==> src/rtl/isswb_ram.sv <==
// Generic single-port synchronous RAM with registered read data.
module isswb_ram #(
  parameter int Width = 8,
  parameter int Depth = 16
) (
  input  logic                     clk_i,
  input  logic                     en_i,
  input  logic                     we_i,
  input  logic [$clog2(Depth)-1:0] addr_i,
  input  logic [Width-1:0]         wdata_i,
  output logic [Width-1:0]         rdata_o
);

  logic [Width-1:0] mem_q [Depth];
  logic [Width-1:0] rdata_q;

  // One access per cycle; read data holds while the port is idle.
  always_ff @(posedge clk_i) begin
    if (en_i) begin
      if (we_i) begin
        mem_q[addr_i] <= wdata_i;
      end else begin
        rdata_q <= mem_q[addr_i];
      end
    end
  end

  assign rdata_o = rdata_q;

endmodule

==> config.mk <==
export PLATFORM = sky130hd
export DESIGN_NAME = isswb_ram
export DESIGN_NICKNAME = d
export VERILOG_FILES = /design/src/rtl/isswb_ram.sv
export SDC_FILE = /design/constraint.sdc
export NUM_CORES = 1
export LEC_CHECK = 0
export ABC_AREA = 1
export BUFFER_PORTS_ARGS = -buffer_cell sky130_fd_sc_hd__buf_2
export CAP_MARGIN = 10
export CORE_MARGIN = 2
export CORE_UTILIZATION = 40
export CTS_CLUSTER_SIZE = 30
export DETAILED_ROUTE_END_ITERATION = 8
export GPL_ROUTABILITY_DRIVEN = 0
export SLEW_MARGIN = 25
export SYNTH_ARGS = -nofsm -noshare
export SYNTH_HDL_FRONTEND = slang
export SYNTH_SLANG_ARGS = --single-unit
==> constraint.sdc <==
create_clock -name clk_i -period 1.61 [get_ports clk_i]
set_input_delay 0.4025 -clock clk_i [delete_from_list [all_inputs] [get_ports clk_i]]
set_output_delay 0.4025 -clock clk_i [all_outputs]
set_load 0.02 [all_outputs]
### After elaboration in Yosys (flattened, before gate mapping)

Memories as Yosys holds them, arrays and structs flattened. A register that Yosys moved wholly into a read port is not among the register bits.
Index checks and enable logic that the tools add are counted.

* bits in writable memories: 128
* memories: 1
* register bits after elaboration: 0
* output and inout bits: 8
* input bits: 15
* logic and storage cells: 6

Memory list
* mem_q: depth 16, width 8, rd ports 1, clocked after Yosys merged registers in 1, write ports 1, RTL line 14 `logic [Width-1:0] mem_q [Depth];`

* reductions and logical operators: 1
* muxes and demuxes: 3
* bitwise operators: 1

Operators with widths (count)
* $mux 1: 3
* $reduce_and 2->1: 1
* $not 1->1: 1

### Longest topological paths before layout

* word-level depth: 3
* depth in mapped cells: 11
* depth with buffers taken out: 9

### Worst setup path before layout

Ideal clock, no wire load.

* path type: input port to flip-flop
* start: in addr_i[1]
* end: mem mem_q[12][0], enable pin
* cell stages on the path: 5
* setup time: 370 ps
* required time: 1240 ps
* path buffers: 2
* data arrival time: 1336 ps
* path slack: -97 ps
* cells stage by stage: buf_2 -> inv_2 -> buf_2 -> nand3_1 -> nor2_1

RTL lines
* start: declaration: RTL line 9 `input logic [$clog2(Depth)-1:0] addr_i,`
* end: declaration: RTL line 14

Straight into the memory's write port.

### Worst setup path in the final report

* start: reg rdata_q[6], in the netlist rdata_o[6] (read register of mem_q)
* end: out rdata_o[6]

RTL lines
* start: declaration: RTL line 15 `logic [Width-1:0] rdata_q;`
* end: declaration: RTL line 11 `output logic [Width-1:0] rdata_o`

No word-level cell between the ends.

==> flow_summary.yaml <==
cells_and_area:
  seq_area_um2: 4080
  multi_input_area_um2: 1410
  drive_gt1_share_pct: 14.9
  final_core_util_pct: 49.8
  antenna_cells: 0
  postLayoutCellArea_um2: 6910
  layout.cells.most_common: "nand2_1"
  areaGrowthSynthToFinish_pct: 21.4
  most_used_cells_in_the_layout_excluding_fill_and_tap_cells: "nand2_1 (347), edfxtp_1 (136), buf_2 (22), inv_1 (21), buf_4 (21)"
  final.fill_count: 1232
  nets: 619
worst_setup_path:
  cp_data_required_time_ns: 1.21
  crit_path_top_delay_cell: "edfxtp_1"
  critical_path_peak_fanout: 1
  endpoint_kind: "output pin"
  worstPathCellList: "buf_2"
  critPathBufInv: 1
  critical_path_class: "flop to output pin"
  setup.worst_path.start_class: "flop"
  reg2reg_setup_slack_ns: 0.45
  timing.critical_path.slowest_cell_delay_ns: 0.42
  crit_family: "flip-flops"
  worstPathArrival_ns: 1.02
sta:
  timing.clock.skew_ns: 0.0134
  achievable-frequency_ghz: 0.705
  hold_violations: 0
  rsz0062_at_grt: "false"
  total_negative_slack_for_setup_checks_ns: 0
  report.final.slew_viol_count: 0
  maxSlewHeadroom_pct: 74.0
  fin_crit_sh_pct: 88.1
  tightestPinTransition_ns: 0.390
  min_period_ns: 1.42
  setup_viol_count_final: 0
min_path:
  timing.hold.worst.class: "primary input to flop"
outcome:
  outcome: "finished clean"
grt:
  use_met1_pct: 24.3
  top_usage_layer: "met2"
  globalRouteMet2Util_pct: 29.1
  grtUsageMet3_pct: 4.52
  all_layer_global_routing_usage_pct: 18.4
  grt_first_pass_wirelength_mm: 20.0
  largest_net_degree_at_the_start_of_global_routing: 33
  grt_overflow_total: 0
  via_count_of_the_first_global_routing_pass: 3668
  initial_antenna_violation_count: 0
logic_synthesis:
  synthesis.yosys.warnings: 0
  postSynthAreaPerCell_um2: 10.3
  netlist_area_um2: 5690
  ys_types: 9
  synth_fp_nets: 567
  synthCells: 552
  ys_ff_latch: 136
  ys_seq_area_share_pct: 71.8
flow_run:
  drv.max_cap_violation_count: 0
routing:
  vias_per_cell: 4.70
  vias: 3745
  routed_wire_length_per_instance_um: 16.0
  postRouteWirelength_mm: 12.8
  drt-pass1-iter-count: 7
  detailedRoute.firstIterationViolations: 283
  route.antenna.remaining_nets: 0
  detail_route.drc_violations: 0
floorplanning:
  io_pins: 23
  floorplan.die.width_um: 123
  start_util_pct: 41.0
  fp.dieArea_um2: 15200
  core_area_um2: 13900
  rows: 43
  die_y_um: 123
cts:
  clk_pin_slew_worst_paths_ns: 0.06
  post_cts_resized: 0
  clock_tree.buffer_depth: 2
  clk_latency_ns: 0.42
  cts_tree: "built"
  cts_inserted_buffers: 17
  htreeDepth: 4
  postCtsSetupRepairBufs: 0
  clockRootBuffer: "clkbuf_16"
  cts.sinks: 136
  hold_buffers_post_cts: 0
power:
  power_per_cell_area_nw_per_um2: 1220
  cellLeakagePower_nw: 2.94
  post-layout-total-power_w: 0.00843
  vdd.ir_drop.worst_uv: 622
placement:
  post_dp_cell_area_um2: 6300
  portBuffers: 22
  detailed_place_hpwl_mm: 8.05
## cell usage after synthesis
master      n  area (um2)
edfxtp_1  136        4080
nand3_1     4        20.0
nor2_1     19        71.3
clkbuf_1    2        7.51
nand2_1   347        1300
buf_4       7        52.6
inv_2       4        15.0
inv_1      21        78.8
buf_2      12        60.1
## area by class of cell
class	count	share of cell area (%)
inverter	25	1.36
tap	180	3.26
clock inverter	13	2.61
sequential	136	59.1
timing repair buffer	54	7.06
clock buffer	18	6.21
multi-input combinational	370	20.4
## cells by family (layout without fill, tap and decap cells)
logic type / after synthesis / in the layout / synth area share [%]
buffers and inverters: 46 / 110 / 3.76
flip-flops: 136 / 136 / 71.8
AND/OR/NAND/NOR: 370 / 370 / 24.5
## metal layers
layer  vias to the layer above  part of all wire, %
li1                       1876                    -
met1                      1754                   44
met2                        94                   48
met3                        21                  5.5
met4                         0                  2.5
met5                         -                    0
## metrics by stage
stage | hold WS (ns) | instances | setup slack, ns
after global routing | 0.416 | 796 | 0.156
after global placement | 0.778 | 765 | -0.0245
after floorplan | 0.501 | 552 | -0.0966
after CTS | 0.409 | 796 | 0.177
after detailed placement | 0.778 | 765 | -0.0369
final | 0.411 | 796 | 0.191
## path summary, 6_finish.rpt
path / from / endpoint / depth (start not counted)
setup / recovery: rdata_o[6] / rdata_o[6] / 1
hold / removal: wdata_i[6] / mem_q[13][6] / 1
setup reg to reg: mem_q[6][3] / rdata_o[3] / 8
hold reg to reg: mem_q[12][2] / rdata_o[2] / 8
## state kept, by name (all words and copies together) (netlist names)
| name | cells |
|---|---|
| rdata_o | 8 |
| mem_q | 128 |
## report_power, final
group | switching [W] | internal (W)
combinational | 0.000342 | 0.000152
sequential | 0.0000121 | 0.00395
clock | 0.00140 | 0.00257
total | 0.00176 | 0.00667
(Power assumes the default switching activity.)
